### src/sv/temp_sensor_moving_average_macros.svh
// Assertion helpers for the top-level RTL.
`ifndef TEMP_SENSOR_MOVING_AVERAGE_MACROS_SVH
`define TEMP_SENSOR_MOVING_AVERAGE_MACROS_SVH

`ifndef ASSERT_OFF
// Same-cycle implication.
`define ASSERT_IMPLY(name, clk, rst, ante, cons) \
   name: assert property (@(posedge clk) disable iff (rst) (ante) |-> (cons)) \
      else $error("implication check failed");
// Next-cycle implication.
`define ASSERT_NEXT(name, clk, rst, ante, cons) \
   name: assert property (@(posedge clk) disable iff (rst) (ante) |=> (cons)) \
      else $error("next-cycle check failed");
`else
`define ASSERT_IMPLY(name, clk, rst, ante, cons)
`define ASSERT_NEXT(name, clk, rst, ante, cons)
`endif

`endif

### src/sv/tsma_pkg.sv
package tsma_pkg;

   localparam int AdcW     = 12;
   localparam int CW       = 19;
   localparam int FW       = 20;
   localparam int WinLen   = 20;
   localparam int ReqDataW = 16;
   localparam int RspDataW = 80;

   typedef enum logic [1:0] {
      FR_IDLE,
      FR_CALC,
      FR_MUL,
      FR_PUSH
   } front_state_type;

   typedef enum logic [1:0] {
      BK_IDLE,
      BK_MUL,
      BK_DIV,
      BK_OUT
   } back_state_type;

   typedef struct packed {
      logic full;
      logic empty;
   } queue_status_type;

   // F = (9*C + 16000) / 5 in hundredths, rounded to nearest.
   localparam int C2fVW      = 22;
   localparam int C2fXW      = 21;
   localparam int C2fShift   = 24;
   localparam int C2fRecipW  = 22;
   localparam int C2fProdW   = C2fXW + C2fRecipW;
   localparam int FahrScale  = 9;
   localparam int FahrOffset = 16000;
   localparam int FahrDiv    = 5;
   localparam logic [C2fRecipW-1:0] C2fRecip =
      C2fRecipW'(((64'd1 << C2fShift) + 64'(FahrDiv) - 64'd1) / 64'(FahrDiv));

   function automatic logic signed [FW-1:0] c_to_f(input logic signed [CW-1:0] c);
      logic signed [C2fVW-1:0] v;
      logic [C2fVW-1:0]        mag;
      logic [C2fXW-1:0]        x;
      logic [C2fProdW-1:0]     prod;
      logic [FW-2:0]           q;
      v    = C2fVW'(c) * C2fVW'(FahrScale) + C2fVW'(FahrOffset);
      mag  = v[C2fVW-1] ? C2fVW'(-v) : C2fVW'(v);
      // round half up on the magnitude: floor((mag + 2) / 5)
      x    = C2fXW'(mag) + C2fXW'(FahrDiv / 2);
      prod = C2fProdW'(x) * C2fProdW'(C2fRecip);
      q    = prod[C2fShift +: FW-1];
      return v[C2fVW-1] ? -FW'(q) : FW'(q);
   endfunction

endpackage

### src/sv/tsma_fifo.sv
module tsma_fifo (
   input  logic                            clock,
   input  logic                            reset,
   input  logic                            push,
   input  logic signed [tsma_pkg::CW-1:0]  wdata,
   input  logic                            pop,
   output logic signed [tsma_pkg::CW-1:0]  rdata,
   output tsma_pkg::queue_status_type      q_stat
);

   localparam int CW    = tsma_pkg::CW;
   localparam int Depth = 2;
   localparam int PtrW  = $clog2(Depth);

   logic signed [CW-1:0] slot_ff [Depth];
   logic [PtrW-1:0] wr_ptr_ff, wr_ptr_in;
   logic [PtrW-1:0] rd_ptr_ff, rd_ptr_in;
   logic [PtrW:0]   count_ff, count_in;

   always_ff @(posedge clock) begin
      if (reset) begin
         wr_ptr_ff <= '0;
         rd_ptr_ff <= '0;
         count_ff  <= '0;
      end else begin
         wr_ptr_ff <= wr_ptr_in;
         rd_ptr_ff <= rd_ptr_in;
         count_ff  <= count_in;
      end
   end

   always_ff @(posedge clock) begin
      if (push) begin
         slot_ff[wr_ptr_ff] <= wdata;
      end
   end

   always_comb begin
      wr_ptr_in = wr_ptr_ff;
      rd_ptr_in = rd_ptr_ff;
      if (push) begin
         wr_ptr_in = (wr_ptr_ff == PtrW'(Depth - 1)) ? '0 : wr_ptr_ff + PtrW'(1);
      end
      if (pop) begin
         rd_ptr_in = (rd_ptr_ff == PtrW'(Depth - 1)) ? '0 : rd_ptr_ff + PtrW'(1);
      end
      count_in     = count_ff + (PtrW+1)'(push) - (PtrW+1)'(pop);
      rdata        = slot_ff[rd_ptr_ff];
      q_stat.full  = (count_ff == (PtrW+1)'(Depth));
      q_stat.empty = (count_ff == '0);
   end

endmodule

### config.mk
export PLATFORM = sky130hd
export DESIGN_NAME = tsma_fifo
export DESIGN_NICKNAME = d
export VERILOG_FILES = /design/src/sv/temp_sensor_moving_average_macros.svh /design/src/sv/tsma_pkg.sv /design/src/sv/tsma_fifo.sv
export SDC_FILE = /design/constraint.sdc
export NUM_CORES = 1
export LEC_CHECK = 0
export BUFFER_PORTS_ARGS = -buffer_cell sky130_fd_sc_hd__buf_2
export CAP_MARGIN = 20
export CORE_MARGIN = 2
export CORE_UTILIZATION = 35
export CTS_CLUSTER_SIZE = 12
export DETAILED_ROUTE_END_ITERATION = 6
export SLEW_MARGIN = 20
export SYNTH_ARGS = -nofsm -noshare
export SYNTH_HDL_FRONTEND = slang
export SYNTH_SLANG_ARGS = --single-unit
### constraint.sdc
create_clock -name clock -period 4.3 [get_ports clock]
set_clock_uncertainty 0.15 [all_clocks]
set_input_delay 0.86 -clock clock [delete_from_list [all_inputs] [get_ports clock]]
set_output_delay 0.86 -clock clock [all_outputs]
set_load 0.05 [all_outputs]
# Yosys cells after proc, flatten, opt, wreduce, memory -nomap -nowiden

Memory sizes are Yosys's and may differ from the RTL's. A register that Yosys moved wholly into a read port is not among the register bits.
Cells that the tools add are included.

Register bits: 4
Bits in writable memories: 38
Bits of input ports: 23
Word-level logic and storage cells: 16
Memories: 1

Add/sub/neg operators: 4
Equal/unequal tests: 1
Mux-type cells: 6
Reductions and logical operators: 1

Memory list:

| name    | words | width | rd ports | clocked after memory_dff | wr ports | line            | text |
|---|---|---|---|---|---|---|---|
| slot_ff | 2     | 19    | 1        | 1                        | 1        | tsma_fifo.sv:15 | `logic signed [CW-1:0] slot_ff [Depth];` |

Operators with widths:

| cell                                        | count |
|---|---|
| two-way mux 1 bit                           | 6 |
| adder 1 bit (second input constant)         | 2 |
| adder 2 x 1 -> 2 bit                        | 1 |
| equality test 2 bit (second input constant) | 1 |
| logical NOT 2 bit                           | 1 |
| subtractor 2 x 1 -> 2 bit                   | 1 |

# Depth between registers and ports, before layout

Depth in word-level cells: 4
Mapped depth: 6
Depth with buffers taken out: 6

# Worst setup path after synthesis

Ideal clock, no wire load.

Path type: input-to-reg
Start point: input port push
End point: memory slot_ff[0][0], enable pin
Data arrival time: 1.752 ns
Data required time: 3.753 ns
Path slack: 2.001 ns
Stages on the path: 1
Cells stage by stage: nor2b_1

Word-level cells in the longest chain between the ends: 2

RTL lines:

| item                                    | line            | text |
|---|---|---|
| start: declaration                      | tsma_fifo.sv:4  | `input logic push,` |
| two-way mux 1 bit                       | tsma_fifo.sv:33 | `if (push) begin` |
| two-way mux 1 bit (not written as such) | tsma_fifo.sv:34 | `slot_ff[wr_ptr_ff] <= wdata;` |
| end: declaration                        | tsma_fifo.sv:15 |  |

Every way passes these cells.

==> impl_metrics.py <==
metrics = {
    "status": {
        "status": "complete, no violations",
    },
    "final_layout": {
        "fin_cells": 180,
        "seqCellArea_um2": 1240,
        "drive_gt1_share_pct": 53.9,
        "fill_cells": 416,
        "diodes": 0,
        "final_common_cell": "buf_2",
        "area_growth_pct": 20.1,
        "multi_input_area_um2": 363,
        "final_cell_mix": "buf_2 (43), edfxtp_1 (38), mux2_4 (10), mux2_2 (9)",
        "utilization_pct": 44.3,
        "finalNetCount": 153,
    },
    "timing": {
        "hold_viol": 0,
        "period_needed_ns": 2.92,
        "tightest_slew_ns": 1.03,
        "slew_violations": 0,
        "fin_crit_sh_pct": 68.0,
        "clock.fmax_mhz": 342,
        "relSlewSlack_pct": 31.0,
        "rsz0062_at_grt": "no",
        "setup_viol": 0,
        "fin_tns_setup_ns": 0,
    },
    "route": {
        "vias_per_cell": 4.64,
        "drtIter0Drc": 47,
        "drt_wl_total_mm": 2.55,
        "drt_pass1_iterations": 2,
        "drtAntennaViolNets": 0,
        "vias": 836,
        "drt-wirelength-per-cell_um": 14.2,
        "route.detailed.drc": 0,
    },
    "setup_path": {
        "crit_path_cell_trace": "mux2_2 > buf_2",
        "required_ns": 3.29,
        "start_kind": "register",
        "arrival_ns": 1.91,
        "max_stage_delay_ns": 0.99,
        "path_buf_inv": 1,
        "crit_slowest_cell": "dfxtp_1",
        "worstSetupPathType": "reg -> out",
        "critPathMaxFanout": 19,
        "crit_family": "flip-flops",
        "cp-end-kind": "output port",
    },
    "global_route": {
        "antenna_found_initial": 0,
        "grtUsageTotal_pct": 10.5,
        "grt_max_degree": 20,
        "grt_overflow": 0,
        "first_global_vias": 894,
        "grt_pass1_wl_mm": 3.94,
    },
    "clock_tree": {
        "postCtsSetupBuffers": 0,
        "clock_latency_ns": 0.28,
        "clock-root-buffer": "clkbuf_8",
        "htree_levels": 2,
        "clk_pin_slew_ns": 0.07,
        "numCtsBuffers": 5,
        "clock_path_buffers": 2,
        "cts_resized": 0,
        "cts_sinks": 43,
        "holdBufCountCts": 0,
        "cts_tree": "done",
    },
    "place": {
        "gp_congestion": 0.653,
        "dp_hpwl_mm": 1.79,
        "place_inst": 173,
        "port_buffers": 43,
    },
    "floorplan": {
        "io_pins": 44,
        "dieArea_um2": 5250,
        "dieHeight_um": 72.5,
        "die_x_um": 72.5,
        "row_count": 24,
        "core_area_um2": 4440,
        "initial_core_util_pct": 36.9,
    },
    "yosys": {
        "synthCells": 80,
        "synthDistinctLibCells": 13,
        "postSynthAreaPerCell_um2": 20.5,
        "ys_warn_count": 0,
        "synth-seq-cells": 43,
        "synth_fp_nets": 105,
        "synth_area_um2": 1640,
        "ys_seq_area_share_pct": 75.7,
    },
    "power_and_ir_drop": {
        "p_per_area_nw_per_um2": 471,
        "p_leak_nw": 0.780,
        "ir_drop_mv": 0.229,
    },
    "flow_run": {
        "drv_cap": 0,
    },
    "min_path": {
        "hp-class": "reg -> reg",
    },
}
## per-layer routing
layer | GRT usage [%] | share of wire [%] | up-vias
li1 | - | - | 395
met1 | 10.3 | 38 | 401
met2 | 18.2 | 52 | 34
met3 | 5.56 | 8.3 | 6
met4 | 4.94 | 1.9 | 0
met5 | 0 | 0 | -
## final cells by class
class	count	area share (%)
Multi-Input combinational cell	33	18.4
Sequential cell	43	63.0
Tap cell	52	3.30
Timing Repair Buffer	43	10.9
Clock inverter	2	0.445
Inverter	2	0.381
Clock buffer	5	3.49
## state kept, by name, indices dropped and copies added, names as in the netlist, named ones only
signal	count
rd_ptr_ff	1
slot_ff	38
wr_ptr_ff	1
count_ff	2
## power by group
part           leakage, nW  switching [mW]  internal [mW]  total (mW)
logic                0.340           0.128         0.0665       0.195
registers            0.398          0.0169          0.486       0.503
clock network       0.0414           0.122          0.108       0.230
total                0.780           0.267          0.661       0.928
## per-stage QoR
step	area (µm²)	power (mW)	setup slack [ns]	hold WS [ns]
after global routing	1970	0.970	1.24	0.415
after floorplan	1640	0.667	2.00	0.330
after detailed placement	1890	0.710	1.64	0.355
after CTS	1970	0.939	1.32	0.379
final	1970	0.928	1.38	0.374
after global placement	1890	0.705	1.64	0.346
## synthesized netlist by cell type, drive strengths merged
cell type | number | area, µm²
and2 | 1 | 6.26
buf | 2 | 31.3
dfxtp | 5 | 100
edfxtp | 38 | 1140
ha | 2 | 25.0
inv | 2 | 7.51
mux2 | 19 | 251
nor2 | 5 | 18.8
nor2b | 3 | 18.8
xnor2 | 2 | 17.5
xnor3 | 1 | 22.5
## worst paths after layout
path | endpoint | cells after the start | slack (ns) | start
worst max register to register | slot_ff[0][16] | 1 | 2.63 | wr_ptr_ff
worst max-delay path | rdata[11] | 2 | 1.38 | register
worst min register to register | rd_ptr_ff | 2 | 0.37 | rd_ptr_ff
worst min-delay path | rd_ptr_ff | 2 | 0.37 | rd_ptr_ff
## kinds of logic after synthesis
logic type,share of synthesized area [%]
fa+ha+maj,1.53
xor+xnor,2.44
simple gates,2.67
buf+inv,2.36
mux,15.3
flops,75.7
Power figures use the tool's default switching activity.
