### config.mk
export PLATFORM = sky130hd
export DESIGN_NAME = tsma_front
export DESIGN_NICKNAME = d
export VERILOG_FILES = /design/src/sv/temp_sensor_moving_average_macros.svh /design/src/sv/tsma_pkg.sv /design/src/sv/tsma_front.sv
export SDC_FILE = /design/constraint.sdc
export NUM_CORES = 1
export LEC_CHECK = 0
export BUFFER_PORTS_ARGS = -buffer_cell sky130_fd_sc_hd__buf_4
export CAP_MARGIN = 40
export CORE_ASPECT_RATIO = 0.5
export CORE_MARGIN = 4
export CORE_UTILIZATION = 35
export DETAILED_ROUTE_END_ITERATION = 8
export PLACE_DENSITY_LB_ADDON = 0.08
export SYNTH_ARGS = -nofsm -noshare
export SYNTH_HDL_FRONTEND = slang
export SYNTH_SLANG_ARGS = --single-unit
### constraint.sdc
create_clock -name clock -period 15.1 [get_ports clock]
set_clock_uncertainty 0.2 [all_clocks]
set_input_delay 0.755 -clock clock [delete_from_list [all_inputs] [get_ports clock]]
set_output_delay 0.755 -clock clock [all_outputs]
set_load 0.05 [all_outputs]
### src/sv/temp_sensor_moving_average_macros.svh
// Assertion helpers for the top-level RTL.
`ifndef TEMP_SENSOR_MOVING_AVERAGE_MACROS_SVH
`define TEMP_SENSOR_MOVING_AVERAGE_MACROS_SVH

`ifndef ASSERT_OFF
// Same-cycle implication.
`define ASSERT_IMPLY(name, clk, rst, ante, cons) \
   name: assert property (@(posedge clk) disable iff (rst) (ante) |-> (cons)) \
      else $error("implication check failed");
// Next-cycle implication.
`define ASSERT_NEXT(name, clk, rst, ante, cons) \
   name: assert property (@(posedge clk) disable iff (rst) (ante) |=> (cons)) \
      else $error("next-cycle check failed");
`else
`define ASSERT_IMPLY(name, clk, rst, ante, cons)
`define ASSERT_NEXT(name, clk, rst, ante, cons)
`endif

`endif

### src/sv/tsma_pkg.sv
package tsma_pkg;

   localparam int AdcW     = 12;
   localparam int CW       = 19;
   localparam int FW       = 20;
   localparam int WinLen   = 20;
   localparam int ReqDataW = 16;
   localparam int RspDataW = 80;

   typedef enum logic [1:0] {
      FR_IDLE,
      FR_CALC,
      FR_MUL,
      FR_PUSH
   } front_state_type;

   typedef enum logic [1:0] {
      BK_IDLE,
      BK_MUL,
      BK_DIV,
      BK_OUT
   } back_state_type;

   typedef struct packed {
      logic full;
      logic empty;
   } queue_status_type;

   // F = (9*C + 16000) / 5 in hundredths, rounded to nearest.
   localparam int C2fVW      = 22;
   localparam int C2fXW      = 21;
   localparam int C2fShift   = 24;
   localparam int C2fRecipW  = 22;
   localparam int C2fProdW   = C2fXW + C2fRecipW;
   localparam int FahrScale  = 9;
   localparam int FahrOffset = 16000;
   localparam int FahrDiv    = 5;
   localparam logic [C2fRecipW-1:0] C2fRecip =
      C2fRecipW'(((64'd1 << C2fShift) + 64'(FahrDiv) - 64'd1) / 64'(FahrDiv));

   function automatic logic signed [FW-1:0] c_to_f(input logic signed [CW-1:0] c);
      logic signed [C2fVW-1:0] v;
      logic [C2fVW-1:0]        mag;
      logic [C2fXW-1:0]        x;
      logic [C2fProdW-1:0]     prod;
      logic [FW-2:0]           q;
      v    = C2fVW'(c) * C2fVW'(FahrScale) + C2fVW'(FahrOffset);
      mag  = v[C2fVW-1] ? C2fVW'(-v) : C2fVW'(v);
      // round half up on the magnitude: floor((mag + 2) / 5)
      x    = C2fXW'(mag) + C2fXW'(FahrDiv / 2);
      prod = C2fProdW'(x) * C2fProdW'(C2fRecip);
      q    = prod[C2fShift +: FW-1];
      return v[C2fVW-1] ? -FW'(q) : FW'(q);
   endfunction

endpackage

### src/sv/tsma_front.sv
module tsma_front (
   input  logic                                 clock,
   input  logic                                 reset,
   input  logic                                 req_tvalid,
   output logic                                 req_tready,
   input  logic [tsma_pkg::AdcW-1:0]            adc_sample,
   input  tsma_pkg::queue_status_type           q_stat,
   output logic                                 q_push,
   output logic signed [tsma_pkg::CW-1:0]       q_wdata
);

   localparam int CW       = tsma_pkg::CW;
   localparam int AdcW     = tsma_pkg::AdcW;
   localparam int NW       = 35;
   localparam int PreShift = 6;
   localparam int TW       = 28;
   localparam int DivShift = 39;
   localparam int RecipW   = 29;
   localparam int ProdW    = TW + RecipW;
   // numerator and divisor of the Celsius formula, both reduced by four
   localparam logic [NW-1:0] NumBase   = 35'd2407894400;
   localparam logic [NW-1:0] AdcGain   = 35'd2578125;
   localparam logic [NW-1:0] RoundBias = 35'd55072;
   localparam longint unsigned CDivisor = 64'd1721;
   localparam logic [RecipW-1:0] CRecip =
      RecipW'(((64'd1 << DivShift) + CDivisor - 64'd1) / CDivisor);

   tsma_pkg::front_state_type state_ff, state_in;
   logic [AdcW-1:0]  adc_ff, adc_in;
   logic             neg_ff, neg_in;
   logic [TW-1:0]    t_ff, t_in;
   logic [ProdW-1:0] prod_ff, prod_in;

   logic [NW-1:0]    n;
   logic [NW-1:0]    mag;
   logic [NW-1:0]    tsum;
   logic [CW-2:0]    q;

   always_ff @(posedge clock) begin
      if (reset) begin
         state_ff <= tsma_pkg::FR_IDLE;
      end else begin
         state_ff <= state_in;
      end
      adc_ff  <= adc_in;
      neg_ff  <= neg_in;
      t_ff    <= t_in;
      prod_ff <= prod_in;
   end

   always_comb begin
      state_in   = state_ff;
      adc_in     = adc_ff;
      neg_in     = neg_ff;
      t_in       = t_ff;
      prod_in    = prod_ff;
      req_tready = 1'b0;
      q_push     = 1'b0;

      n    = NumBase - AdcGain * NW'(adc_ff);
      mag  = n[NW-1] ? -n : n;
      // 2*|n| + divisor, then drop the power-of-two part of 2*divisor
      tsum = (mag << 1) + RoundBias;
      q    = prod_ff[DivShift +: CW-1];
      q_wdata = neg_ff ? -CW'(q) : CW'(q);

      unique case (state_ff)
         tsma_pkg::FR_IDLE: begin
            req_tready = 1'b1;
            if (req_tvalid) begin
               adc_in   = adc_sample;
               state_in = tsma_pkg::FR_CALC;
            end
         end
         tsma_pkg::FR_CALC: begin
            neg_in   = n[NW-1];
            t_in     = tsum[PreShift +: TW];
            state_in = tsma_pkg::FR_MUL;
         end
         tsma_pkg::FR_MUL: begin
            prod_in  = ProdW'(t_ff) * ProdW'(CRecip);
            state_in = tsma_pkg::FR_PUSH;
         end
         tsma_pkg::FR_PUSH: begin
            // hold until the queue has room
            if (!q_stat.full) begin
               q_push   = 1'b1;
               state_in = tsma_pkg::FR_IDLE;
            end
         end
         default: state_in = tsma_pkg::FR_IDLE;
      endcase
   end

endmodule

-- Word level (Yosys, flattened, before mapping)
Cells that the tools add are included.
- word-level logic and storage cells: 27
- bits of input ports: 17
- flip-flop bits (word level): 100
- output and inout port bits: 21
- reduce and logical (&&, ||, !) cells: 3
- add/subtract/negate cells: 4
- equality and inequality tests: 5
- multiply operators: 2
- muxes and demuxes: 8
- operators with widths (kind ; count):
    multiplier 28 x 29 -> 57 bit, second input constant ; 1
    subtractor 32 x 34 -> 35 bit, first input constant ; 1
    adder 34 x 16 -> 34 bit, second input constant ; 1
    multiplier 22 x 12 -> 34 bit, first input constant ; 1
    2-to-1 mux 33 bit ; 1
    negation 33 bit ; 1
    2-to-1 mux 19 bit ; 1
    negation 18 -> 19 bit ; 1
    one-hot mux 2 bit (4 select lines) ; 1
    equality test 2 bit, second input constant ; 2
    2-to-1 mux 2 bit ; 2
    inequality test 2 bit, second input constant ; 2
    AND reduction 2 bit ; 2
    2-to-1 mux 1 bit ; 3
    equality test 2 x 1 -> 1 bit, second input constant ; 1
    logical NOT 2 bit ; 1

-- Longest topological paths before layout
- depth in word-level cells: 5
- mapped depth: 33
- gate-level depth less buffers: 29

-- Worst setup path before layout
No wires, ideal clock.
- path type: flip-flop to flip-flop
- start point: reg adc_ff[11]
- end point: reg t_ff[27], data pin
- slack: 7.489 ns
- setup time: 0.260 ns
- arrival: 7.151 ns
- path buffers: 3
- period minus slack after synthesis: 7.611 ns
- data required time: 14.640 ns
- stages on the path, launching flop included: 33
- cells stage by stage: edfxtp_1 inv_1 ha_1 inv_1 fa_1 inv_1 fa_1 inv_1 fa_1 inv_1 fa_1 inv_1 ha_1 clkbuf_1 and2_1 a21oi_1 o2111a_1 a2111oi_2 a211oi_2 nand2_2 inv_2 clkbuf_1 clkbuf_1 nand2_1 xnor2_1 ha_1 nand2_1 mux2i_1 o31a_1 nand3b_1 and3_4 and4bb_1 xnor2_1
- elaborated cells between the ends (all ways): 5
- classes of those cells: 3 x add/sub; 1 x mul; 1 x mux
- RTL lines (element ; line ; RTL):
    start, declared ; tsma_front.sv:29 ; logic [AdcW-1:0] adc_ff, adc_in;
    start signal, assigned ; tsma_front.sv:45 ; adc_ff <= adc_in;
    multiplier 22 x 12 -> 34 bit ; tsma_front.sv:60 ; n = NumBase - AdcGain * NW'(adc_ff);
    subtractor 32 x 34 -> 35 bit ; tsma_front.sv:60 ;
    net n[34] ; tsma_front.sv:34 ; logic [NW-1:0] n;
    2-to-1 mux 33 bit ; tsma_front.sv:61 ; mag = n[NW-1] ? -n : n;
    adder 34 x 16 -> 34 bit ; tsma_front.sv:63 ; tsum = (mag << 1) + RoundBias;
    net tsum[33] ; tsma_front.sv:36 ; logic [NW-1:0] tsum;
    end signal, assigned ; tsma_front.sv:47 ; t_ff <= t_in;
    end, declared ; tsma_front.sv:31 ; logic [TW-1:0] t_ff, t_in;
The timed path passes the listed nets, and every way through them passes these cells.
A chain may end at the register's enable or synchronous reset.

-- Worst setup path after layout
- start point: reg adc_ff[11]
- end point: reg t_ff[27], data pin
- longest elaborated chain between the ends: 5
- RTL lines (element ; line):
    multiplier 22 x 12 -> 34 bit (*) ; tsma_front.sv:60
    subtractor 32 x 34 -> 35 bit (*) ; tsma_front.sv:60
    negation 33 bit ; tsma_front.sv:61
    2-to-1 mux 33 bit (*) ; tsma_front.sv:61
    adder 34 x 16 -> 34 bit (*) ; tsma_front.sv:63
    net tsum[33] ; tsma_front.sv:36
The timed path passes the listed nets; every way through them passes the cells marked *.

==> out/results.txt <==
Wirelength per Cell - 17.6 um
Slowest CP cell - edfxtp_1
P&R area growth vs syn - 7.36%
Routed vias/inst - 4.73
Num ports - 38
Synthesized area per cell - 9.53 um2
Area of the multi-input gates - 16900 um2
Clock buffer count from CTS - 9
Worst-Margin Slew - 0.852 ns
Slew headroom - 43.2%
RSZ-0062 raised after global routing - false
GR Util All Layers - 17.3%
CTS clk-pin slew, worst paths - 0.06 ns
Total setup buffers inserted after CTS - 0
Post-route setup TNS - 0 ns
Final slew viol count - 0
CTS tree - yes
Cell variety after synth - 106
Nets - 3019
Layout cells sized above 1 - 5.43%
Congestion Overflow GR - 0
Largest area contributor in the netlist - fa_1
I/O Buffers - 36
Ys async rst share - 0%
Sequential cell area fraction in the yosys report - 8.59%
Synthesized instance count - 2215
Final HPWL DP - 46300 um
Post-layout util - 38.1%
CTS Hold Bufs - 0
Setup ws final - 6.04 ns
EDFF count, synth - 59
Clk sink count - 61
Top_reg_cell synth - edfxtp_1
Met2 Use GR - 29.0%
Met1 Use GR - 24.6%
Post-cts sizing count - 0
Syn Nets - 2994
Vias in the first global route - 15491
Routed WL - 53700 um
Most common cell in the netlist - inv_1
CP Data Required Time - 15.00 ns
Post-synth top cells - inv_1, ha_1, fa_1, xnor2_1, a21oi_1
Synthesized flop and latch total - 61
Initial antenna violation count - 0
Die height - 182 um
Minimum clock period - 9.06 ns
Max stage delay on crit path - 0.69 ns
Worst-path maximum fanout - 28
Clk_lat worst skew - 0.37 ns
M3 GR Usage - 1.79%
Largest net degree at the start of global routing - 30
Final critical-path share of the clock period - 60.0%
H-tree depth reported by CTS - 3
DR iter-0 viols - 562
Post-Syn Area - 21100 um2
First drt pass iteration count - 4
Fill cells - 6147
Startpoint types - flip-flop
Synth top area share - 28.5%
Final Setup Violations - 0
R2r setup slk - 6.04 ns
Largest cells by area after synthesis - fa_1, ha_1, inv_1
Most numerous cell on the critical path - inv_1
Die area - 64500 um2
Hold Path Class - reg2reg
Clk root buf - clkbuf_16
Final hold vios - 0
Post-route cell area - 22700 um2
Post-place setup slack - 5.95 ns
Gr busiest metal - met2
Global-route wire length before repair - 87400 um
CP Data Arrival Time - 8.96 ns
CP Capture Type - flip-flop
CTS max path bufs - 2
Post-route DRC - 0
Routed Antenna Nets - 0
Max Cap Viol - 0
Area after DPL - 22400 um2
Via count - 14453
Die W - 355 um
Final RePlAce weighted congestion - 0.855
FMAX - 110 MHz
FP Rows - 63
Initial Utilization - 35.5%
Status - finished, final reports clean
Storage element area - 1810 um2
Worst Setup Path Type - reg2reg
Core ar. - 59400 um2
Synth Warn # - 0
==> cells by family (layout without fill, tap and decap cells) <==
logic type	Yosys count	in the layout	synth area share [%]
AOI/OAI and AO/OA	317	317	10.8
xor gates and xnor gates	105	105	4.39
adders and majority gates	762	762	55.9
buffers and inverters	628	658	11.3
DFF	61	61	8.59
muxes	6	6	0.308
other	0	1	0
and+or+nand+nor	336	336	8.75
==> per-stage QoR <==
step / cells / hold WS (ns)
floorplan: 2215 / 0.312
global placement: 3039 / 0.349
detailed placement: 3041 / 0.350
CTS: 3057 / 0.335
global route: 3057 / 0.339
finish: 3058 / 0.352
==> layout by cell type (no fill, tap or decap), types with 24 or more instances in the layout <==
cell	instances
inv_1	593
ha_1	462
fa_1	300
xnor2_1	80
a21oi_1	76
nor2_1	69
nand2_1	66
edfxtp_1	59
a21o_1	46
buf_4	45
o21ai_0	43
nand3_1	27
nor3_1	26
xor2_1	24
==> flip-flops by register name, indices dropped and copies added (netlist names) <==
name / cells
t_ff: 28
prod_ff: 18
adc_ff: 12
state_ff: 2
neg_ff: 1
==> layer usage <==
metal / part of all wire [%] / vias to the layer above
met5: 0 / -
met4: 1.3 / 0
met3: 1.8 / 29
met2: 46 / 124
met1: 51 / 7029
li1: - / 7271
==> critical path, delay by kind of cell (launching register included) <==
family / cells / cell delay [ns]
mux: 1 / 0.11
buf+inv: 7 / 1.06
xor+xnor: 2 / 0.27
fa+ha+maj: 7 / 3.16
compound gates: 6 / 1.87
flops: 1 / 0.69
simple gates: 6 / 1.41
==> layout make-up <==
class	instances	area share (%)
Antenna cell	1	0.0110
Multi-Input combinational cell	1526	74.6
Timing Repair Buffer	47	1.73
Inverter	595	9.86
Sequential cell	61	8.00
Clock buffer	9	0.994
Clock inverter	7	0.331
Tap cell	812	4.48
==> worst paths after layout <==
| kind | from | end | cells past startpoint |
|---|---|---|---|
| max | adc_ff[11] | t_ff[27] | 29 |
| min | state_ff[0] | state_ff[0] | 2 |
| min reg2reg | state_ff[0] | state_ff[0] | 2 |
| max reg2reg | adc_ff[11] | t_ff[27] | 29 |
Power is left out: the tool's default activity adds up to more than one toggle a clock period on the data nets, which glitch-free logic cannot reach.
